**src/sv/gdd_pkg.sv**
```systemverilog
// types, constants and calendar tables for the gregorian date difference block
// no dependencies; used by gdd_year_walk and gregorian_date_difference
package gdd_pkg;

	localparam int YEAR_W = 14;
	localparam int MONTH_W = 4;
	localparam int DAY_W = 5;
	localparam int DIFF_W = 23;
	localparam int ACC_W = 24;
	localparam int DOY_W = 9;

	localparam logic signed [ACC_W-1:0] DIFF_MAX = 24'sd4194303;
	localparam logic signed [ACC_W-1:0] DIFF_MIN = -24'sd4194304;

	localparam logic [6:0] CENTURY_LAST = 7'd99;
	localparam logic [8:0] QUAD_CENTURY_LAST = 9'd399;
	localparam logic [MONTH_W-1:0] MONTH_FEB = 4'd2;
	localparam logic [DOY_W-1:0] YEAR_DAYS = 9'd365;

	// input word: two dates
	typedef struct packed {
		logic [YEAR_W-1:0]  first_year;
		logic [MONTH_W-1:0] first_month;
		logic [DAY_W-1:0]   first_day;
		logic [YEAR_W-1:0]  second_year;
		logic [MONTH_W-1:0] second_month;
		logic [DAY_W-1:0]   second_day;
	} gdd_in_t;

	// output word
	typedef struct packed {
		logic signed [DIFF_W-1:0] day_difference;
		logic                     bad_date;
	} gdd_out_t;

	// year walker control and status
	typedef struct packed {
		logic clear;
		logic step;
	} gdd_walk_ctrl_t;

	typedef struct packed {
		logic [YEAR_W-1:0] year;
		logic              leap;
	} gdd_walk_stat_t;

	typedef enum logic [2:0] {
		S_IDLE,
		S_WALK,
		S_DAY1,
		S_DAY2,
		S_FIN
	} gdd_state_t;

	// days in a month of a common year
	function automatic logic [DAY_W-1:0] month_len(input logic [MONTH_W-1:0] m);
		logic [DAY_W-1:0] len;
		case (m)
			4'd1:    len = 5'd31;
			4'd2:    len = 5'd28;
			4'd3:    len = 5'd31;
			4'd4:    len = 5'd30;
			4'd5:    len = 5'd31;
			4'd6:    len = 5'd30;
			4'd7:    len = 5'd31;
			4'd8:    len = 5'd31;
			4'd9:    len = 5'd30;
			4'd10:   len = 5'd31;
			4'd11:   len = 5'd30;
			4'd12:   len = 5'd31;
			default: len = 5'd0;
		endcase
		return len;
	endfunction

	// days of a common year before the first of a month
	function automatic logic [DOY_W-1:0] days_before(input logic [MONTH_W-1:0] m);
		logic [DOY_W-1:0] n;
		case (m)
			4'd1:    n = 9'd0;
			4'd2:    n = 9'd31;
			4'd3:    n = 9'd59;
			4'd4:    n = 9'd90;
			4'd5:    n = 9'd120;
			4'd6:    n = 9'd151;
			4'd7:    n = 9'd181;
			4'd8:    n = 9'd212;
			4'd9:    n = 9'd243;
			4'd10:   n = 9'd273;
			4'd11:   n = 9'd304;
			4'd12:   n = 9'd334;
			default: n = 9'd0;
		endcase
		return n;
	endfunction

	// zero-based day of year
	function automatic logic [DOY_W-1:0] day_of_year(input logic [MONTH_W-1:0] m,
			input logic [DAY_W-1:0] d, input logic leap);
		logic [DOY_W-1:0] n;
		n = days_before(m) + DOY_W'(d) - 9'd1;
		if (m > MONTH_FEB && leap) begin
			n = n + 9'd1;
		end
		return n;
	endfunction

endpackage

```
**src/sv/gdd_year_walk.sv**
```systemverilog
// year walker: counts years up from zero and tracks the leap rule incrementally
// depends on gdd_pkg
module gdd_year_walk (
	input  logic                   clk,
	input  logic                   arst_n,
	input  gdd_pkg::gdd_walk_ctrl_t ctrl,
	output gdd_pkg::gdd_walk_stat_t stat
);
	import gdd_pkg::*;

	logic [YEAR_W-1:0] year_q;
	logic [6:0]        cent_q;
	logic [8:0]        quad_q;

	// year counter with residues mod 100 and mod 400
	always_ff @(posedge clk or negedge arst_n) begin
		if (!arst_n) begin
			year_q <= '0;
			cent_q <= '0;
			quad_q <= '0;
		end else if (ctrl.clear) begin
			year_q <= '0;
			cent_q <= '0;
			quad_q <= '0;
		end else if (ctrl.step) begin
			year_q <= year_q + 1'b1;
			cent_q <= (cent_q == CENTURY_LAST) ? '0 : cent_q + 1'b1;
			quad_q <= (quad_q == QUAD_CENTURY_LAST) ? '0 : quad_q + 1'b1;
		end
	end

	// divisible by 400, or by 4 and not by 100
	assign stat.year = year_q;
	assign stat.leap = (quad_q == '0) || ((year_q[1:0] == 2'b00) && (cent_q != '0));

endmodule

```
**src/sv/gregorian_date_difference.sv**
```systemverilog
// top level of the gregorian date difference block: sequencer, shared adder, output register
// depends on gdd_pkg and gdd_year_walk
//
//  channel | signals                      | carries
//  --------+------------------------------+--------------------------------------
//  in      | in_valid, in_ready, in_word  | two dates, gdd_in_t
//  out     | out_valid, out_ready, out_word | day difference and bad flag, gdd_out_t
//
// for each word the year walker steps one year a cycle from zero up to the
// larger year, feeding one shared adder. a word with a year above YEAR_MAX or a
// bad month or zero day skips the walk and goes straight to the finish state.
// in_ready is high only while the sequencer is idle; a finished word waits in
// the output register, so the next word can be taken while out_ready is low.
// reset clears the sequencer, walker and output valid; no clearing pass.
module gregorian_date_difference #(
	parameter int unsigned YEAR_MAX = 9999
) (
	input  logic             clk,
	input  logic             arst_n,
	input  logic             in_valid,
	output logic             in_ready,
	input  gdd_pkg::gdd_in_t  in_word,
	output logic             out_valid,
	input  logic             out_ready,
	output gdd_pkg::gdd_out_t out_word
);
	import gdd_pkg::*;

	gdd_state_t state_q, state_d;
	gdd_in_t item_q;
	gdd_out_t out_word_q;
	gdd_walk_ctrl_t walk_ctrl;
	gdd_walk_stat_t walk_stat;
	logic out_valid_q;
	logic signed [ACC_W-1:0] acc_q, addend, acc_sum;
	logic bad_q, leap1_q, leap2_q;
	logic early_bad, day_bad, load_out, accept;
	logic up;
	logic [YEAR_W-1:0] year_lo, year_hi;
	logic [DOY_W-1:0] year_len;
	logic signed [DIFF_W-1:0] sat_diff;

	gdd_year_walk u_walk (
		.clk   (clk),
		.arst_n(arst_n),
		.ctrl  (walk_ctrl),
		.stat  (walk_stat)
	);

	// checks that need no leap flag
	always_comb begin
		early_bad = ({2'b00, in_word.first_year} > 16'(YEAR_MAX))
			|| ({2'b00, in_word.second_year} > 16'(YEAR_MAX))
			|| !(in_word.first_month inside {[4'd1:4'd12]})
			|| !(in_word.second_month inside {[4'd1:4'd12]})
			|| (in_word.first_day == '0) || (in_word.second_day == '0);
	end

	// day against month length, once the leap flags are known
	always_comb begin
		day_bad = ({1'b0, item_q.first_day} > ({1'b0, month_len(item_q.first_month)}
				+ 6'((item_q.first_month == MONTH_FEB) && leap1_q)))
			|| ({1'b0, item_q.second_day} > ({1'b0, month_len(item_q.second_month)}
				+ 6'((item_q.second_month == MONTH_FEB) && leap2_q)));
	end

	// year span and direction
	assign up = item_q.first_year > item_q.second_year;
	assign year_lo = up ? item_q.second_year : item_q.first_year;
	assign year_hi = up ? item_q.first_year : item_q.second_year;
	assign year_len = YEAR_DAYS + DOY_W'(walk_stat.leap);

	// shared adder operand
	always_comb begin
		addend = '0;
		case (state_q)
			S_WALK: begin
				if (walk_stat.year >= year_lo && walk_stat.year < year_hi) begin
					addend = up ? $signed(ACC_W'(year_len)) : -$signed(ACC_W'(year_len));
				end
			end
			S_DAY1: addend = $signed(ACC_W'(day_of_year(item_q.first_month,
				item_q.first_day, leap1_q)));
			S_DAY2: addend = -$signed(ACC_W'(day_of_year(item_q.second_month,
				item_q.second_day, leap2_q)));
			default: addend = '0;
		endcase
	end
	assign acc_sum = acc_q + addend;

	// saturate to the output width
	always_comb begin
		if (acc_q > DIFF_MAX) begin
			sat_diff = DIFF_MAX[DIFF_W-1:0];
		end else if (acc_q < DIFF_MIN) begin
			sat_diff = DIFF_MIN[DIFF_W-1:0];
		end else begin
			sat_diff = acc_q[DIFF_W-1:0];
		end
	end

	// sequencer state register
	always_ff @(posedge clk or negedge arst_n) begin
		if (!arst_n) begin
			state_q <= S_IDLE;
		end else begin
			state_q <= state_d;
		end
	end

	// next state and control
	always_comb begin
		state_d = state_q;
		in_ready = 1'b0;
		load_out = 1'b0;
		walk_ctrl = '0;
		case (state_q)
			S_IDLE: begin
				in_ready = 1'b1;
				if (in_valid) begin
					walk_ctrl.clear = 1'b1;
					state_d = early_bad ? S_FIN : S_WALK;
				end
			end
			S_WALK: begin
				if (walk_stat.year == year_hi) begin
					state_d = S_DAY1;
				end else begin
					walk_ctrl.step = 1'b1;
				end
			end
			S_DAY1: state_d = S_DAY2;
			S_DAY2: state_d = S_FIN;
			S_FIN: begin
				if (!out_valid_q || out_ready) begin
					load_out = 1'b1;
					state_d = S_IDLE;
				end
			end
			default: state_d = S_IDLE;
		endcase
	end
	assign accept = in_valid && in_ready;

	// datapath registers
	always_ff @(posedge clk) begin
		if (accept) begin
			item_q <= in_word;
			bad_q <= early_bad;
			acc_q <= '0;
		end else if (state_q == S_WALK || state_q == S_DAY1 || state_q == S_DAY2) begin
			acc_q <= acc_sum;
		end
		if (state_q == S_WALK) begin
			if (walk_stat.year == item_q.first_year) begin
				leap1_q <= walk_stat.leap;
			end
			if (walk_stat.year == item_q.second_year) begin
				leap2_q <= walk_stat.leap;
			end
		end
		if (state_q == S_DAY1) begin
			bad_q <= bad_q || day_bad;
		end
		if (load_out) begin
			out_word_q.bad_date <= bad_q;
			out_word_q.day_difference <= bad_q ? '0 : sat_diff;
		end
	end

	// output valid
	always_ff @(posedge clk or negedge arst_n) begin
		if (!arst_n) begin
			out_valid_q <= 1'b0;
		end else if (load_out) begin
			out_valid_q <= 1'b1;
		end else if (out_ready) begin
			out_valid_q <= 1'b0;
		end
	end

	assign out_valid = out_valid_q;
	assign out_word = out_word_q;

	// a flagged word always carries zero
	assert property (@(posedge clk) disable iff (!arst_n)
		out_valid_q && out_word_q.bad_date |-> out_word_q.day_difference == '0)
		else $error("bad date with nonzero difference");

	// walker never passes the larger year
	assert property (@(posedge clk) disable iff (!arst_n)
		state_q == S_WALK |-> walk_stat.year <= year_hi)
		else $error("year walk overran");

	// an accepted word goes to the walk or straight to finish
	assert property (@(posedge clk) disable iff (!arst_n)
		accept |=> state_q == S_WALK || state_q == S_FIN)
		else $error("accept did not start sequencer");

	// finish with a free output register delivers and returns to idle
	assert property (@(posedge clk) disable iff (!arst_n)
		state_q == S_FIN && (!out_valid_q || out_ready) |=> out_valid_q && state_q == S_IDLE)
		else $error("finish did not load output");

endmodule

```
**config.mk**
```make
export PLATFORM = sky130hd
export DESIGN_NAME = gregorian_date_difference
export DESIGN_NICKNAME = d
export VERILOG_FILES = /design/src/sv/gdd_pkg.sv /design/src/sv/gdd_year_walk.sv /design/src/sv/gregorian_date_difference.sv
export SDC_FILE = /design/constraint.sdc
export NUM_CORES = 1
export LEC_CHECK = 0
export ABC_AREA = 1
export BUFFER_PORTS_ARGS = -buffer_cell sky130_fd_sc_hd__buf_2
export CAP_MARGIN = 20
export CORE_MARGIN = 2
export CORE_UTILIZATION = 49
export CTS_CLUSTER_DIAMETER = 30
export DETAILED_ROUTE_END_ITERATION = 6
export GPL_TIMING_DRIVEN = 0
export PLACE_DENSITY = 0.67
export SYNTH_ARGS = -nofsm -noshare
export SYNTH_HDL_FRONTEND = slang
export SYNTH_SLANG_ARGS = --single-unit
```
**constraint.sdc**
```tcl
create_clock -name clk -period 12.8 [get_ports clk]
set_input_delay 2.56 -clock clk [delete_from_list [all_inputs] [get_ports clk]]
set_output_delay 2.56 -clock clk [all_outputs]
set_load 0.005 [all_outputs]
```
==> impl_metrics.py <==
metrics = {
    "grt": {
        "grt_pass1_vias": 9632,
        "grt_pass1_wl_mm": 45.4,
        "antenna_found_initial": 0,
        "grt_max_degree": 38,
        "grt_use_total_pct": 23.0,
        "overflow": 0,
    },
    "routing": {
        "viasPerCell": 5.33,
        "vias": 9879,
        "wl_per_cell_microns": 14.4,
        "drt_iter0_drc": 587,
        "totalWireLength_mm": 26.7,
        "drc_errors": 0,
        "drtAntennaViolNets": 0,
        "dr.pass1.iters": 5,
    },
    "setup_path": {
        "path_common_cell": "inv_1",
        "critPathLaunchType": "flip-flop",
        "reg2reg_to": "acc_q[16]",
        "cp_max_fo": 10,
        "crit_buf_inv": 7,
        "worstPathArrival_ns": 6.81,
        "cpPeakStageDelay_ns": 0.46,
        "reg2reg_depth": 34,
        "crit_required_ns": 13.12,
        "cp_slowest_cell": "edfxtp_1",
        "reg2reg_slack_ns": 6.31,
        "cp-end-kind": "flip-flop",
        "cpLargestDelayFamily": "simple AND/OR/NAND/NOR gates",
        "r2r_start": "item_q[45]",
        "worstSetupPathType": "flip-flop to flip-flop",
    },
    "logic_synthesis": {
        "syn_avg_cell_area_sq_um": 7.78,
        "synth_nets": 1642,
        "synth_edf_count": 73,
        "synth_cells": 1460,
        "async_flop_share_pct": 21.9,
        "synth_ff_type": "edfxtp_1",
        "ys_types": 59,
        "synth_area_sq_um": 11400,
        "ys_ff_latch": 155,
        "synth_seq_area_share_pct": 35.2,
        "ys_warn_count": 0,
    },
    "run_status": {
        "status": "finished, final reports clean",
    },
    "timing": {
        "post-route-period-util_pct": 50.7,
        "finalHoldViolCount": 0,
        "slew_headroom_pct": 44.9,
        "hold_ws_ns": 0.520,
        "worst_pin_slew_ns": 0.817,
        "drv_slew": 0,
        "fmax_mhz": 154,
        "rsz0062_at_grt": "no",
        "fin_skew_ns": 0.0121,
        "tns_ns": 0,
        "fin_crit_ns": 6.49,
        "setup_violations": 0,
        "fin_ws_ns": 6.31,
    },
    "clocking": {
        "cts_buffers": 17,
        "htreeDepth": 4,
        "cts_sinks": 155,
        "cts_tree": "yes",
        "ctsHoldBuffers": 0,
        "clk_pin_slew_worst_paths_ns": 0.07,
        "cts-root-buf": "clkbuf_16",
        "post_cts_buffers": 0,
        "cts_resized": 0,
        "cts_buffer_depth": 2,
        "clk_latency_ns": 0.43,
    },
    "floorplanning": {
        "dieArea_sq_um": 24400,
        "start_util_pct": 50.0,
        "die_h_microns": 156,
        "fp-row-count": 55,
        "io_pins": 76,
        "die_w_microns": 156,
        "core_area_sq_um": 22700,
    },
    "min_path": {
        "hold_end": "acc_q[0]",
        "hold_path.class": "flip-flop to flip-flop",
        "min_from": "acc_q[0]",
        "min_path_cells": 2,
    },
    "placed_design": {
        "gp_congestion": 0.913,
        "place_ws_ns": 6.37,
        "hpwl_mm": 21.2,
        "dpl_cell_area_sq_um": 12100,
        "port_buffers": 75,
    },
    "pwr": {
        "vdd_drop_max_mv": 0.111,
        "power.density_nw_per_um2": 230,
        "leakage_nw": 6.10,
    },
    "finish": {
        "fin_util_pct": 55.8,
        "final_cell_area_sq_um": 12700,
        "antenna_cells": 0,
        "fin_nets": 1739,
        "area_growth_syn_to_layout_pct": 11.6,
        "drive_gt1_share_pct": 11.0,
    },
    "run": {
        "maxCapViolCount": 0,
    },
}
metal layers:
| layer | vias to the layer above | part of all wire (%) | GRT usage (%) |
|---|---|---|---|
| li1 | 5072 | - | - |
| met1 | 4534 | 46 | 30.6 |
| met2 | 230 | 47 | 38.7 |
| met3 | 43 | 4.6 | 3.68 |
| met4 | 0 | 2.2 | 7.12 |
| met5 | - | 0 | 0 |
placed cells by master (no fill, tap or decap), types with 6 or more instances in the layout:
master	count
nand2_2	15
a21oi_1	121
clkbuf_1	21
xnor2_1	21
nor4_1	10
o21ai_0	126
o21ai_1	6
nand3_1	60
xor2_1	20
o21bai_1	6
o22ai_1	7
inv_1	244
a21o_1	6
inv_2	7
dfrtp_1	34
ha_1	129
nand4_1	24
clkbuf_16	18
dfxtp_1	48
nand2_1	268
edfxtp_1	73
nor3_1	27
nor2_1	97
buf_2	79
o211ai_1	9
power by group:
group | switching (W) | leakage (nW) | total, W | internal [W]
combinational | 0.00107 | 4.28 | 0.00165 | 0.000583
sequential | 0.0000931 | 1.55 | 0.000791 | 0.000698
clock | 0.000208 | 0.261 | 0.000472 | 0.000264
total | 0.00137 | 6.10 | 0.00292 | 0.00154
per-stage QoR:
stage / std cells / power [W]
CTS: 1854 / 0.00293
detailed placement: 1822 / 0.00244
global placement: 1820 / 0.00240
global route: 1855 / 0.00322
finish: 1855 / 0.00292
floorplan: 1460 / 0.00204
synthesized netlist by cell type (all sizes together) (7+ instances only):
master / number / area share, %
nor2: 106 / 3.9
nor3: 29 / 1.4
xor2: 21 / 1.7
dfrtp: 34 / 7.5
nor4: 10 / 0.55
a21oi: 124 / 5.6
nand4: 24 / 1.3
edfxtp: 73 / 19
o211ai: 9 / 0.59
buf: 9 / 0.59
dfxtp: 48 / 8.5
xnor2: 22 / 1.9
o22ai: 7 / 0.39
o21ai: 135 / 6.1
inv: 251 / 8.3
nand2: 287 / 10
nand3: 66 / 3.2
clkbuf: 20 / 0.84
ha: 129 / 14
layout make-up:
cell class | instances | area (sq um)
fill | 2184 | 10000
multi-input combinational | 1024 | 6250
sequential | 155 | 4000
inverter | 252 | 946
clock buffer | 22 | 475
timing repair buffer | 78 | 418
tap | 285 | 357
buffer | 29 | 164
clock inverter | 10 | 63.8
worst max-delay path by stage:
stage               slack [ns]  cells past startpoint        end  startpoint
floorplan                 7.87                     34  acc_q[16]  item_q[45]
global placement          6.42                     34  acc_q[16]  item_q[45]
detailed placement        6.37                     34  acc_q[16]  item_q[45]
CTS                       6.34                     34  acc_q[16]  item_q[45]
global route              5.66                     35  acc_q[16]  item_q[22]
finish                    6.31                     34  acc_q[16]  item_q[45]
kinds of logic (layout without fill, tap and decap cells):
group	count (synthesis)	after routing	share of synthesized area (%)
AO/OA/AOI/OAI	315	315	15.5
XOR/XNOR	43	43	3.55
adder cells (fa/ha/maj)	132	132	14.7
buffers and inverters	281	391	9.76
flip-flops	155	155	35.2
AND/OR/NAND/NOR	534	534	21.2
worst reg2reg max path, delay by kind of cell, from the launching register on:
family	cells	cell delay, ns
adder cells (fa/ha/maj)	4	1.33
AO/OA/AOI/OAI	10	1.53
AND/OR/NAND/NOR	13	1.94
buffers and inverters	7	1.12
flip-flops	1	0.46
Note: power is estimated with default switching activity, not from simulation.
